`src/rtl/core/mms_pkg.sv`:
```
// Shared definitions for the motor mode supervisor: event, mode and ack codes,
// limits, the divide-by-10000 reciprocal and the stage record between the two stages.
// No dependencies.
package mms_pkg;

    // event codes carried in the input tuser
    localparam logic [2:0] REQ_REF    = 3'd0;
    localparam logic [2:0] REQ_LIMITS = 3'd1;
    localparam logic [2:0] REQ_ENABLE = 3'd2;
    localparam logic [2:0] REQ_STOP   = 3'd3;
    localparam logic [2:0] REQ_TICK   = 3'd4;
    localparam logic [2:0] REQ_PWM    = 3'd5;

    // supervisor modes
    localparam logic [1:0] MODE_CTRL    = 2'd0;
    localparam logic [1:0] MODE_TIMEOUT = 2'd1;
    localparam logic [1:0] MODE_SAFE    = 2'd2;

    // acknowledgement kinds
    localparam logic [1:0] ACK_REF    = 2'd0;
    localparam logic [1:0] ACK_LIMITS = 2'd1;
    localparam logic [1:0] ACK_ENABLE = 2'd2;

    // what the output stage does with the duty registers
    localparam logic [1:0] DUTY_KEEP    = 2'd0;
    localparam logic [1:0] DUTY_NEUTRAL = 2'd1;
    localparam logic [1:0] DUTY_CALC    = 2'd2;

    // configuration register indexes
    localparam logic CFG_NEUTRAL = 1'b0;
    localparam logic CFG_TICKS   = 1'b1;

    localparam logic [13:0] NEUTRAL_RST = 14'd1842;
    localparam logic [15:0] TICKS_RST   = 16'd5000;

    // speed limit magnitude
    localparam logic signed [15:0] LIMIT_ABS = 16'sd8000;

    // floor(x / RPM_FULL) = (x * RECIP) >> RECIP_SHIFT, exact for x below 2^27
    localparam int unsigned RPM_FULL    = 10000;
    localparam int unsigned RECIP_SHIFT = 41;
    localparam longint unsigned RECIP_L =
        ((64'd1 << RECIP_SHIFT) + 64'(RPM_FULL) - 64'd1) / 64'(RPM_FULL);
    localparam logic [27:0] RECIP = RECIP_L[27:0];

    // record handed from the event stage to the output stage
    typedef struct packed {
        logic [1:0]         mode;
        logic signed [15:0] speed_l;
        logic signed [15:0] speed_r;
        logic               ack_valid;
        logic [1:0]         ack_kind;
        logic               ack_ok;
        logic [1:0]         duty_op;
        logic signed [27:0] prod_l;
        logic signed [27:0] prod_r;
    } t_stage;

endpackage

```
`src/rtl/core/mms_event.sv`:
```
// Event stage: holds the supervisor state (mode, speeds, limits, timeout) and
// turns each accepted event into a stage record. Depends on mms_pkg.
module mms_event (
    input  logic                i_clk,
    input  logic                i_rst_n,
    input  logic                i_fire,
    input  logic                i_drain,
    input  logic [2:0]          i_req,
    input  logic signed [15:0]  i_value_a,
    input  logic signed [15:0]  i_value_b,
    input  logic [13:0]         i_neutral,
    input  logic [15:0]         i_ticks,
    output logic                o_valid,
    output mms_pkg::t_stage     o_stage
);
    import mms_pkg::*;

    logic [1:0]         r_mode,    n_mode;
    logic signed [15:0] r_speed_l, n_speed_l;
    logic signed [15:0] r_speed_r, n_speed_r;
    logic signed [13:0] r_lim_lo,  n_lim_lo;
    logic signed [13:0] r_lim_hi,  n_lim_hi;
    logic [15:0]        r_cnt,     n_cnt;
    logic               r_run,     n_run;
    logic               r_valid;
    t_stage             r_stage,   n_stage;

    logic signed [15:0] lo16, hi16;
    logic signed [15:0] clamp_l, clamp_r;
    logic signed [28:0] prod_l, prod_r;
    logic [16:0]        cnt_inc;
    logic               lim_ok;

    // clamp of the stored speeds against the current limits
    always_comb begin
        lo16 = $signed({{2{r_lim_lo[13]}}, r_lim_lo});
        hi16 = $signed({{2{r_lim_hi[13]}}, r_lim_hi});
        clamp_l = r_speed_l;
        if (clamp_l > hi16) clamp_l = hi16;
        if (clamp_l < lo16) clamp_l = lo16;
        clamp_r = r_speed_r;
        if (clamp_r > hi16) clamp_r = hi16;
        if (clamp_r < lo16) clamp_r = lo16;
    end

    // clamped speeds stay within the limit range, so 14 bits carry them
    assign prod_l = $signed({1'b0, i_neutral}) * $signed(clamp_l[13:0]);
    assign prod_r = $signed({1'b0, i_neutral}) * $signed(clamp_r[13:0]);

    assign cnt_inc = {1'b0, r_cnt} + 17'd1;
    assign lim_ok  = (i_value_a >= -LIMIT_ABS) && (i_value_b <= LIMIT_ABS) &&
                     (i_value_a <= i_value_b) && (i_value_a <= 16'sd0) &&
                     (i_value_b >= 16'sd0);

    // event decode and next state
    always_comb begin
        n_mode    = r_mode;
        n_speed_l = r_speed_l;
        n_speed_r = r_speed_r;
        n_lim_lo  = r_lim_lo;
        n_lim_hi  = r_lim_hi;
        n_cnt     = r_cnt;
        n_run     = r_run;
        n_stage.ack_valid = 1'b0;
        n_stage.ack_kind  = ACK_REF;
        n_stage.ack_ok    = 1'b0;
        n_stage.duty_op   = DUTY_KEEP;
        n_stage.prod_l    = prod_l[27:0];
        n_stage.prod_r    = prod_r[27:0];

        case (i_req)
            REQ_REF: begin
                n_stage.ack_valid = 1'b1;
                n_stage.ack_kind  = ACK_REF;
                if (r_mode != MODE_SAFE) begin
                    n_cnt  = '0;
                    n_run  = 1'b1;
                    n_stage.ack_ok = 1'b1;
                    if (r_mode == MODE_TIMEOUT) n_mode = MODE_CTRL;
                    n_speed_l = i_value_a;
                    n_speed_r = i_value_b;
                end
            end
            REQ_LIMITS: begin
                n_stage.ack_valid = 1'b1;
                n_stage.ack_kind  = ACK_LIMITS;
                if (lim_ok) begin
                    n_lim_lo = i_value_a[13:0];
                    n_lim_hi = i_value_b[13:0];
                    n_stage.ack_ok = 1'b1;
                end
            end
            REQ_ENABLE: begin
                n_stage.ack_valid = 1'b1;
                n_stage.ack_kind  = ACK_ENABLE;
                if (r_mode == MODE_SAFE) begin
                    n_mode    = MODE_CTRL;
                    n_speed_l = '0;
                    n_speed_r = '0;
                    n_cnt     = '0;
                    n_run     = 1'b1;
                    n_stage.ack_ok = 1'b1;
                end
            end
            REQ_STOP: begin
                if (r_mode != MODE_SAFE) begin
                    n_mode    = MODE_SAFE;
                    n_speed_l = '0;
                    n_speed_r = '0;
                    n_stage.duty_op = DUTY_NEUTRAL;
                end
            end
            REQ_TICK: begin
                // one-shot timer: stops and clears on expiry
                if (r_run) begin
                    if (cnt_inc >= {1'b0, i_ticks}) begin
                        n_run = 1'b0;
                        n_cnt = '0;
                        if (r_mode == MODE_CTRL) n_mode = MODE_TIMEOUT;
                    end else begin
                        n_cnt = cnt_inc[15:0];
                    end
                end
            end
            REQ_PWM: begin
                if (r_mode == MODE_CTRL) begin
                    n_speed_l = clamp_l;
                    n_speed_r = clamp_r;
                    n_stage.duty_op = DUTY_CALC;
                end else begin
                    n_speed_l = '0;
                    n_speed_r = '0;
                    n_stage.duty_op = DUTY_NEUTRAL;
                end
            end
            default: begin
            end
        endcase

        n_stage.mode    = n_mode;
        n_stage.speed_l = n_speed_l;
        n_stage.speed_r = n_speed_r;
    end

    // state and stage registers
    always_ff @(posedge i_clk) begin
        if (!i_rst_n) begin
            r_mode    <= MODE_CTRL;
            r_speed_l <= '0;
            r_speed_r <= '0;
            r_lim_lo  <= -LIMIT_ABS[13:0];
            r_lim_hi  <= LIMIT_ABS[13:0];
            r_cnt     <= '0;
            r_run     <= 1'b1;
            r_valid   <= 1'b0;
        end else begin
            if (i_fire) begin
                r_mode    <= n_mode;
                r_speed_l <= n_speed_l;
                r_speed_r <= n_speed_r;
                r_lim_lo  <= n_lim_lo;
                r_lim_hi  <= n_lim_hi;
                r_cnt     <= n_cnt;
                r_run     <= n_run;
                r_valid   <= 1'b1;
            end else if (i_drain) begin
                r_valid   <= 1'b0;
            end
        end
    end

    always_ff @(posedge i_clk) begin
        if (i_fire) r_stage <= n_stage;
    end

    assign o_valid = r_valid;
    assign o_stage = r_stage;

    // stopped timer always sits at zero
    a_timer_idle: assert property (@(posedge i_clk) disable iff (!i_rst_n)
        !r_run |-> (r_cnt == '0))
        else $error("timeout count nonzero while timer stopped");

    // stored limits bracket zero and stay within the limit magnitude
    a_limits: assert property (@(posedge i_clk) disable iff (!i_rst_n)
        (r_lim_lo <= 14'sd0) && (r_lim_hi >= 14'sd0) &&
        (lo16 >= -LIMIT_ABS) && (hi16 <= LIMIT_ABS))
        else $error("speed limits out of range");

    // duty computation only leaves the event stage in controlled mode
    a_calc_mode: assert property (@(posedge i_clk) disable iff (!i_rst_n)
        (r_valid && (r_stage.duty_op == DUTY_CALC)) |-> (r_stage.mode == MODE_CTRL))
        else $error("duty computation outside controlled mode");

endmodule

```
`src/rtl/core/mms_duty.sv`:
```
// Output stage: divides the registered duty products by 10000 (floor) through a
// reciprocal multiply, keeps the duty registers and holds the result. Depends on mms_pkg.
module mms_duty (
    input  logic                i_clk,
    input  logic                i_rst_n,
    input  logic                i_load,
    input  logic                i_taken,
    input  mms_pkg::t_stage     i_stage,
    input  logic [13:0]         i_neutral,
    output logic                o_valid,
    output logic [1:0]          o_mode,
    output logic [14:0]         o_duty_l,
    output logic [14:0]         o_duty_r,
    output logic signed [15:0]  o_speed_l,
    output logic signed [15:0]  o_speed_r,
    output logic                o_ack_valid,
    output logic [1:0]          o_ack_kind,
    output logic                o_ack_ok
);
    import mms_pkg::*;

    // neutral + floor(p / 10000); negative products round toward minus infinity
    function automatic logic [14:0] duty_of(input logic signed [27:0] p,
                                            input logic [13:0] n);
        logic        neg;
        logic [27:0] pneg;
        logic [26:0] mag;
        logic [54:0] full;
        logic [13:0] q;
        neg  = p[27];
        pneg = -p;
        mag  = neg ? (pneg[26:0] + 27'(RPM_FULL - 1)) : p[26:0];
        full = 55'(mag) * 55'(RECIP);
        q    = full[RECIP_SHIFT +: 14];
        return neg ? ({1'b0, n} - {1'b0, q}) : ({1'b0, n} + {1'b0, q});
    endfunction

    logic               r_valid;
    logic [14:0]        r_duty_l, r_duty_r;
    logic [14:0]        n_duty_l, n_duty_r;
    logic [1:0]         r_mode;
    logic signed [15:0] r_speed_l, r_speed_r;
    logic               r_ack_valid, r_ack_ok;
    logic [1:0]         r_ack_kind;

    // duty update select
    always_comb begin
        n_duty_l = r_duty_l;
        n_duty_r = r_duty_r;
        case (i_stage.duty_op)
            DUTY_NEUTRAL: begin
                n_duty_l = {1'b0, i_neutral};
                n_duty_r = {1'b0, i_neutral};
            end
            DUTY_CALC: begin
                n_duty_l = duty_of(i_stage.prod_l, i_neutral);
                n_duty_r = duty_of(i_stage.prod_r, i_neutral);
            end
            default: begin
            end
        endcase
    end

    // duty registers are state and reset to zero
    always_ff @(posedge i_clk) begin
        if (!i_rst_n) begin
            r_valid  <= 1'b0;
            r_duty_l <= '0;
            r_duty_r <= '0;
        end else begin
            if (i_load) begin
                r_valid  <= 1'b1;
                r_duty_l <= n_duty_l;
                r_duty_r <= n_duty_r;
            end else if (i_taken) begin
                r_valid  <= 1'b0;
            end
        end
    end

    // result payload
    always_ff @(posedge i_clk) begin
        if (i_load) begin
            r_mode      <= i_stage.mode;
            r_speed_l   <= i_stage.speed_l;
            r_speed_r   <= i_stage.speed_r;
            r_ack_valid <= i_stage.ack_valid;
            r_ack_kind  <= i_stage.ack_kind;
            r_ack_ok    <= i_stage.ack_ok;
        end
    end

    assign o_valid     = r_valid;
    assign o_mode      = r_mode;
    assign o_duty_l    = r_duty_l;
    assign o_duty_r    = r_duty_r;
    assign o_speed_l   = r_speed_l;
    assign o_speed_r   = r_speed_r;
    assign o_ack_valid = r_ack_valid;
    assign o_ack_kind  = r_ack_kind;
    assign o_ack_ok    = r_ack_ok;

endmodule

```
`src/rtl/core/motor_mode_supervisor.sv`:
```
// Motor mode supervisor top level: stream ports, configuration registers and the
// two pipeline stages. Depends on mms_pkg, mms_event and mms_duty.
//
// Takes one event per clock and returns one result per event, in order, from the
// output stage registers. The event stage updates mode, speeds, limits and the
// timeout in the cycle of acceptance and registers the duty products; the output
// stage finishes the divide by 10000 with a reciprocal multiply and holds the result.
// Both stages stall only when the result is not taken, so with the result side ready
// the rate is one event per cycle. Configuration writes are meant for an idle block.
module motor_mode_supervisor (
    input  logic        i_clk,
    input  logic        i_rst_n,
    // configuration write port
    input  logic        i_cfg_we,
    input  logic        i_cfg_addr,
    input  logic [15:0] i_cfg_data,
    // event stream
    input  logic        s_axis_tvalid,
    output logic        s_axis_tready,
    input  logic [31:0] s_axis_tdata,   // value_a[15:0], value_b[31:16]
    input  logic [2:0]  s_axis_tuser,   // req_type[2:0]
    // result stream
    output logic        m_axis_tvalid,
    input  logic        m_axis_tready,
    output logic [63:0] m_axis_tdata,   // mode[1:0], duty_left[16:2], duty_right[31:17],
                                        // speed_left[47:32], speed_right[63:48]
    output logic [3:0]  m_axis_tuser    // ack_valid[0], ack_kind[2:1], ack_ok[3]
);
    import mms_pkg::*;

    logic [13:0]        r_neutral;
    logic [15:0]        r_ticks;
    logic               a_valid, o_en, a_en, fire, a_to_o;
    t_stage             stage;
    logic [1:0]         mode;
    logic [14:0]        duty_l, duty_r;
    logic signed [15:0] speed_l, speed_r;
    logic               ack_valid, ack_ok;
    logic [1:0]         ack_kind;

    // configuration registers
    always_ff @(posedge i_clk) begin
        if (!i_rst_n) begin
            r_neutral <= NEUTRAL_RST;
            r_ticks   <= TICKS_RST;
        end else if (i_cfg_we) begin
            case (i_cfg_addr)
                CFG_NEUTRAL: r_neutral <= i_cfg_data[13:0];
                CFG_TICKS:   r_ticks   <= i_cfg_data;
                default: begin
                end
            endcase
        end
    end

    // pipeline flow control
    assign o_en   = !m_axis_tvalid || m_axis_tready;
    assign a_en   = !a_valid || o_en;
    assign a_to_o = a_valid && o_en;
    assign fire   = s_axis_tvalid && a_en;
    assign s_axis_tready = a_en;

    mms_event u_event (
        .i_clk     (i_clk),
        .i_rst_n   (i_rst_n),
        .i_fire    (fire),
        .i_drain   (a_to_o),
        .i_req     (s_axis_tuser),
        .i_value_a ($signed(s_axis_tdata[15:0])),
        .i_value_b ($signed(s_axis_tdata[31:16])),
        .i_neutral (r_neutral),
        .i_ticks   (r_ticks),
        .o_valid   (a_valid),
        .o_stage   (stage)
    );

    mms_duty u_duty (
        .i_clk       (i_clk),
        .i_rst_n     (i_rst_n),
        .i_load      (a_to_o),
        .i_taken     (m_axis_tready),
        .i_stage     (stage),
        .i_neutral   (r_neutral),
        .o_valid     (m_axis_tvalid),
        .o_mode      (mode),
        .o_duty_l    (duty_l),
        .o_duty_r    (duty_r),
        .o_speed_l   (speed_l),
        .o_speed_r   (speed_r),
        .o_ack_valid (ack_valid),
        .o_ack_kind  (ack_kind),
        .o_ack_ok    (ack_ok)
    );

    assign m_axis_tdata = {speed_r, speed_l, duty_r, duty_l, mode};
    assign m_axis_tuser = {ack_ok, ack_kind, ack_valid};

    // the event side stalls only behind a held result
    a_stall_cause: assert property (@(posedge i_clk) disable iff (!i_rst_n)
        !s_axis_tready |-> (m_axis_tvalid && !m_axis_tready))
        else $error("event side stalled without result backpressure");

endmodule
```
`config.mk`:
```
export PLATFORM = sky130hd
export DESIGN_NAME = motor_mode_supervisor
export DESIGN_NICKNAME = d
export VERILOG_FILES = /design/src/rtl/core/mms_pkg.sv /design/src/rtl/core/mms_event.sv /design/src/rtl/core/mms_duty.sv /design/src/rtl/core/motor_mode_supervisor.sv
export SDC_FILE = /design/constraint.sdc
export NUM_CORES = 2
export LEC_CHECK = 0
export ABC_AREA = 1
export BUFFER_PORTS_ARGS = -buffer_cell sky130_fd_sc_hd__buf_2
export CORE_MARGIN = 8
export CORE_UTILIZATION = 60
export CTS_CLUSTER_SIZE = 28
export DETAILED_ROUTE_END_ITERATION = 16
export PLACE_DENSITY = 0.77
export REMOVE_ABC_BUFFERS = 1
export SYNTH_ARGS = -nofsm -noshare
export SYNTH_HDL_FRONTEND = slang
export SYNTH_SLANG_ARGS = --single-unit
```
`constraint.sdc`:
```
create_clock -name i_clk -period 12.8 [get_ports i_clk]
set_input_delay 1.92 -clock i_clk [delete_from_list [all_inputs] [get_ports i_clk]]
set_output_delay 1.92 -clock i_clk [all_outputs]
set_load 0.02 [all_outputs]
```
Word-level counts from Yosys, hierarchy flattened

Cells that the tools add are included.

Bits in registers: 275
Bits of input ports: 57
Output and inout bits: 70
Word-level logic and storage cells: 136

Add/subtract/negate cells: 9
Multipliers: 4
Order comparisons: 10
Equal/unequal tests: 13
Multiplexer cells: 49
Bitwise gates (word level): 1
Reduce and logical (&&, ||, !) cells: 22

Operators with widths:

| kind                                                                 | number |
|---|---|
| 2-to-1 mux 16 bit                                                    | 16 |
| case mux 16 bit (4 select lines)                                     | 2 |
| multiplier 27 x 27 -> 54 bit (second input constant)                 | 2 |
| case mux 15 bit (2 select lines)                                     | 2 |
| multiplier 15 x 14 -> 28 bit                                         | 2 |
| adder 27 x 14 -> 27 bit (second input constant)                      | 2 |
| 2-to-1 mux 27 bit                                                    | 2 |
| negation 27 bit                                                      | 2 |
| case mux 16 bit (3 select lines)                                     | 1 |
| greater-than comparator 16 x 14 -> 1 bit                             | 2 |
| < comparator 16 x 14 -> 1 bit                                        | 2 |
| adder 14 x 14 -> 15 bit                                              | 2 |
| 2-to-1 mux 15 bit                                                    | 2 |
| subtractor 14 x 14 -> 15 bit                                         | 2 |
| adder 16 x 1 -> 17 bit (second input constant)                       | 1 |
| greater-or-equal comparator 17 x 16 -> 1 bit                         | 1 |
| greater-or-equal comparator 16 x 1 -> 1 bit (second input constant)  | 1 |
| greater-or-equal comparator 16 x 14 -> 1 bit (second input constant) | 1 |
| less-or-equal comparator 16 x 1 -> 1 bit (second input constant)     | 1 |
| less-or-equal comparator 16 x 14 -> 1 bit (second input constant)    | 1 |
| less-or-equal comparator 16 bit                                      | 1 |
| 2-to-1 mux 2 bit                                                     | 8 |
| 2-to-1 mux 1 bit                                                     | 12 |
| case mux 4 bit (3 select lines)                                      | 1 |
| 22 further kinds                                                     | 39 |

Depth between registers and ports, before layout

Depth after elaboration: 7
Mapped depth: 62
Mapped depth without buffers: 62

By module

From an unflattened synthesis, not the netlist that was laid out.

Cell total of the unflattened synthesis: 7448
Area total of the unflattened synthesis: 59553.4 µm²

Modules (own cells, without submodules):

| module                | instances | cells each | area each (µm²) | seq. area each (µm²) |
|---|---|---|---|---|
| mms_duty              | 1         | 4436       | 34873.4         | 1761.7 |
| mms_event             | 1         | 2855       | 23472.5         | 4484.3 |
| motor_mode_supervisor | 1         | 157        | 1207.4          | 600.6 |

Worst setup path before layout

No wires, ideal clock.

Kind: register -> register
Start point: register u_event.r_stage (netlist bit u_event.o_stage[4])
End point: register u_duty.r_duty_r[14], in the netlist u_duty.o_duty_r[14]
Library setup time: 0.132 ns
Arrival time: 9.840 ns
Required time: 12.668 ns
Setup slack: 2.827 ns
Stages on the path, launching flop included: 62
Path buffers: 0
Period minus slack after synthesis: 9.973 ns
Cell sequence: edfxtp_1 -> inv_1 -> ha_1 -> inv_1 -> nor3_1 -> nor3_1 -> a21oi_1 -> a21oi_1 -> nor4_1 -> nand3_1 -> nor3_1 -> nor2_1 -> xor2_1 -> inv_1 -> fa_1 -> inv_1 -> ha_1 -> inv_1 -> (+26 left out) -> a21oi_1 -> nor2_1 -> nor2_1 -> o21bai_1 -> inv_1 -> o21a_1 -> o21ai_0 -> nand3_1 -> nand2_1 -> nand2_1 -> inv_1 -> nor2_1 -> nor2_1 -> nor2_1 -> inv_1 -> nand3_1 -> nand3_1 -> a21oi_1

Longest elaborated chain between the ends: 7
Elaborated cells between the ends (all ways): 8
Classes of those cells: add/sub: 4; mul: 1; mux: 3

RTL lines:

| element                                                                 | line             | source |
|---|---|---|
| start: declaration                                                      | mms_event.sv:26  | `t_stage r_stage, n_stage;` |
| start signal: assignment                                                | mms_event.sv:173 | `if (i_fire) r_stage <= n_stage;` |
| negation 27 bit                                                         | mms_duty.sv:31   | `pneg = -p;` |
| adder 27 x 14 -> 27 bit                                                 | mms_duty.sv:32   | `mag = neg ? (pneg[26:0] + 27'(RPM_FULL - 1)) : p[26:0];` |
| 2-to-1 mux 27 bit (*)                                                   | mms_duty.sv:32   |  |
| multiplier 27 x 27 -> 54 bit (*)                                        | mms_duty.sv:33   | `full = 55'(mag) * 55'(RECIP);` |
| adder 14 x 14 -> 15 bit or subtractor 14 x 14 -> 15 bit (tied branches) | mms_duty.sv:35   | `return neg ? ({1'b0, n} - {1'b0, q}) : ({1'b0, n} + {1'b0, q});` |
| 2-to-1 mux 15 bit (*)                                                   | mms_duty.sv:35   |  |
| case mux 15 bit (2 select lines) (*)                                    | mms_duty.sv:50   | `case (i_stage.duty_op)` |
| end signal: assignment                                                  | mms_duty.sv:74   | `r_duty_r <= n_duty_r;` |
| end: declaration                                                        | mms_duty.sv:39   | `logic [14:0] r_duty_l, r_duty_r;` |

Mark *: on every way between the ends. The rest lies on a longest branch, timed or not.
A chain may end at the register's enable or synchronous reset.

Worst setup path in the final report

Ends and elaborated chain as after synthesis.

==> results.md <==
* Worst Path Max Fanout at 7
* Reg area at 6847 um^2
* Clk slew on worst S/H paths at roughly 0.07 ns
* Startpoint Class: register
* Maxcap violations at 0
* YS warnings at 0
* Slowest stage cell, crit path: edfxtp_1
* WS Path Type: register to register
* Crit end category: register
* Die area at ~110000 um^2
* Syn Area/Cell at around 8.4 um^2
* Die height at 325.0 um
* Via count at 45715
* Placeable Area at 94870 um^2
* Register area share after synthesis at 11.95%
* Fmax at roughly 86 MHz
* DR WL/cell at 20.60 um
* Vias per std cell at 5.576
* DRC viols at 0
* CTS tree: done
* Cell mode on critical path: inv_1
* DP Cell Count at about 8100
* Met3 Use GR at 7.691%
* Proportion of layout cells with a drive suffix above 1 at 4.933%
* Clock Tree Root: clkbuf_16
* Vias in the first global route at around 48000
* Ys async rst share at 0%
* Clock sinks at 275
* Leading post-synthesis cells by cell area: fa_1, ha_1, inv_1
* Filler cell count in the final layout at approximately 8100
* Routed Antenna Nets at 0
* DP Area at slightly below 60000 um^2
* Post-layout nets at 8734
* GRT overflow at 0
* First-pass GRT wire length at 262900 um
* Period utilization at 91.20%
* CTS H-tree depth at 1
* Cell count after synthesis at ~6800
* Chip width at 325.0 um
* Gpl congestion at approximately 1.0
* Largest net degree at the start of global routing at 90
* Slew headroom at under 10%
* Starting Density at 60.40%
* Clk Latency, worst-skew pair at 0.63 ns
* Post-synth top flop: dfxtp_1
* CTS Buf Count at 31
* GRT met2 Usage at about 50%
* Final min period at ~12 ns
* Setup repair after global routing missed its margin: no
* Syn-to-layout area delta at 5.470%
* Tightest Hold Check Type: register to register
* Post-synth top area share at 31.90%
* CTS resizes at 0
* Pre-Repair DR Iteration Count at 7
* Crit-path max cell delay at 0.55 ns
* Unique masters post-synth at 64
* DRT iter0 DRCs at 3810
* Cell taking the most area after synthesis: fa_1
* EDFF count, synth at 134
* Hold-fix buffers, CTS at 0
* Postcts setup bufs at 0
* Routed wire length at 168900 um
* Final Skew at 0.02813 ns
* Multi-input logic area at 42850 um^2
* IO Port Bufs at between 100 and 150
* Hold Fails Final Rpt at 0
* Worst Tran Pin Value at 1.388 ns
* Antenna violations before repair at 2
* Crit path DAT at 12.17 ns
* Num rows at 113
* Post-route setup TNS at 0 ns
* Reg-to-reg slack, setup at 1.13 ns
* Post-synthesis cell area at 57300 um^2
* Fin. max-slew vios at 0
* Met1 Use GR at 41.01%
* Synth Register Bits at approximately 280
* Clock Path Buffers at 3
* WP data required at between 10 and 15 ns
* Final Setup Violations at 0
* DP HPWL at 143600 um
* Total GRT Usage at 31.66%
* Fin area at roughly 60000 um^2
* Top Usage Layer GRT: met2
* Final non-filler cell total at just over 8000
* I/O pins at 127
* Outcome: completed
## flip-flops by register name (all words and copies together) (netlist names), 2 cells and up
name               cells
r_neutral             14
u_duty.o_duty_r       15
u_duty.o_mode          2
u_event.r_mode         2
u_event.r_cnt         16
u_event.r_lim_hi      14
u_event.r_speed_r     16
u_duty.o_speed_l      16
u_event.r_lim_lo      14
r_ticks               16
u_event.o_stage       96
u_event.r_speed_l     16
u_duty.o_speed_r      16
u_duty.o_ack_kind      2
u_duty.o_duty_l       15
## Yosys cell counts, drive strengths merged, types with 2 or more instances
master,instances
o221ai,3
ha,856
clkbuf,90
nor2,516
o21a,20
xor2,131
a31o,2
xnor2,69
a21oi,344
fa,913
nand4,53
nand3,193
nand3b,3
a21o,15
inv,1864
nor3,56
or2,15
clkinv,8
edfxtp,134
buf,32
o2111ai,3
o41ai,2
o21bai,14
dfxtp,141
a211oi,26
o21ai,246
a221oi,24
o211ai,26
nor4,13
a22oi,13
a31oi,29
a21boi,15
o31ai,6
nand2,933
## worst max-delay path: cells and delay by family (launching register included)
kind | cells | cell delay, ns
XOR/XNOR | 2 | 0.80
AND/OR/NAND/NOR | 20 | 2.30
adder cells (fa/ha/maj) | 11 | 4.41
flip-flops | 1 | 0.55
AO/OA/AOI/OAI | 12 | 2.21
buffers and inverters | 14 | 1.26
## worst paths after layout
path | endpoint | startpoint | depth (start not counted)
worst max register to register | u_duty.o_duty_r[14] | u_event.o_stage[4] | 59
worst max-delay path | u_duty.o_duty_r[14] | u_event.o_stage[4] | 59
worst min-delay path | u_duty.o_speed_r[10] | u_event.o_stage[72] | 0
worst min register to register | u_duty.o_speed_r[10] | u_event.o_stage[72] | 0
## kinds of logic (layout without fill, tap and decap cells)
| group | Yosys count | count (layout) | synth area share, % |
|---|---|---|---|
| other | 0 | 1 | 0 |
| DFF | 275 | 275 | 11.95 |
| and+or+nand+nor | 1784 | 1784 | 13.04 |
| adders and majority gates | 1769 | 1769 | 50.59 |
| buffers and inverters | 1994 | 2109 | 13.31 |
| AOI/OAI and AO/OA | 796 | 796 | 7.959 |
| xor gates and xnor gates | 200 | 200 | 3.155 |
## cell type report
type	instances	area share, %
multi-input combinational	4549	70.90
inverter	1872	11.63
sequential	275	11.33
tap	1265	2.619
timing repair buffer	179	1.702
clock buffer	37	1.354
clock inverter	21	0.4617
antenna	1	0.004140
## routing by layer
metal / routed length [um] / part of all wire [%]
met5: 0 / 0
met4: 8919 / 5.3
met3: 16610 / 9.8
met2: 74930 / 44
met1: 68420 / 41
## through the flow
step	worst slack [ns]	hold WS, ns	util (%)
floorplan	2.781	0.4003	-
global placement	1.409	0.4036	62.55
detailed placement	1.400	0.4045	62.55
CTS	1.354	0.4179	63.70
global route	0.2205	0.4240	63.70
finish	1.126	0.4128	63.71
## placed cells by master (no fill, tap or decap), types with 10 or more instances in the layout
cell / instances
a211oi_1: 26
a21o_1: 15
a21oi_1: 341
a221oi_1: 23
a22oi_1: 13
a31oi_1: 29
buf_2: 126
buf_4: 53
clkbuf_16: 31
clkinv_1: 10
dfxtp_1: 141
edfxtp_1: 134
fa_1: 913
ha_1: 856
inv_1: 1847
inv_2: 15
nand2_1: 904
nand2_2: 22
nand3_1: 183
nand4_1: 53
nor2_1: 503
nor2_2: 12
nor3_1: 50
nor4_1: 11
o211ai_1: 26
o21a_1: 20
o21ai_0: 231
o21ai_1: 12
o21bai_1: 14
or2_2: 15
xnor2_1: 69
xor2_1: 125
Power is left out: the tool's default activity adds up to more than one toggle a clock period on the data nets, which glitch-free logic cannot reach.
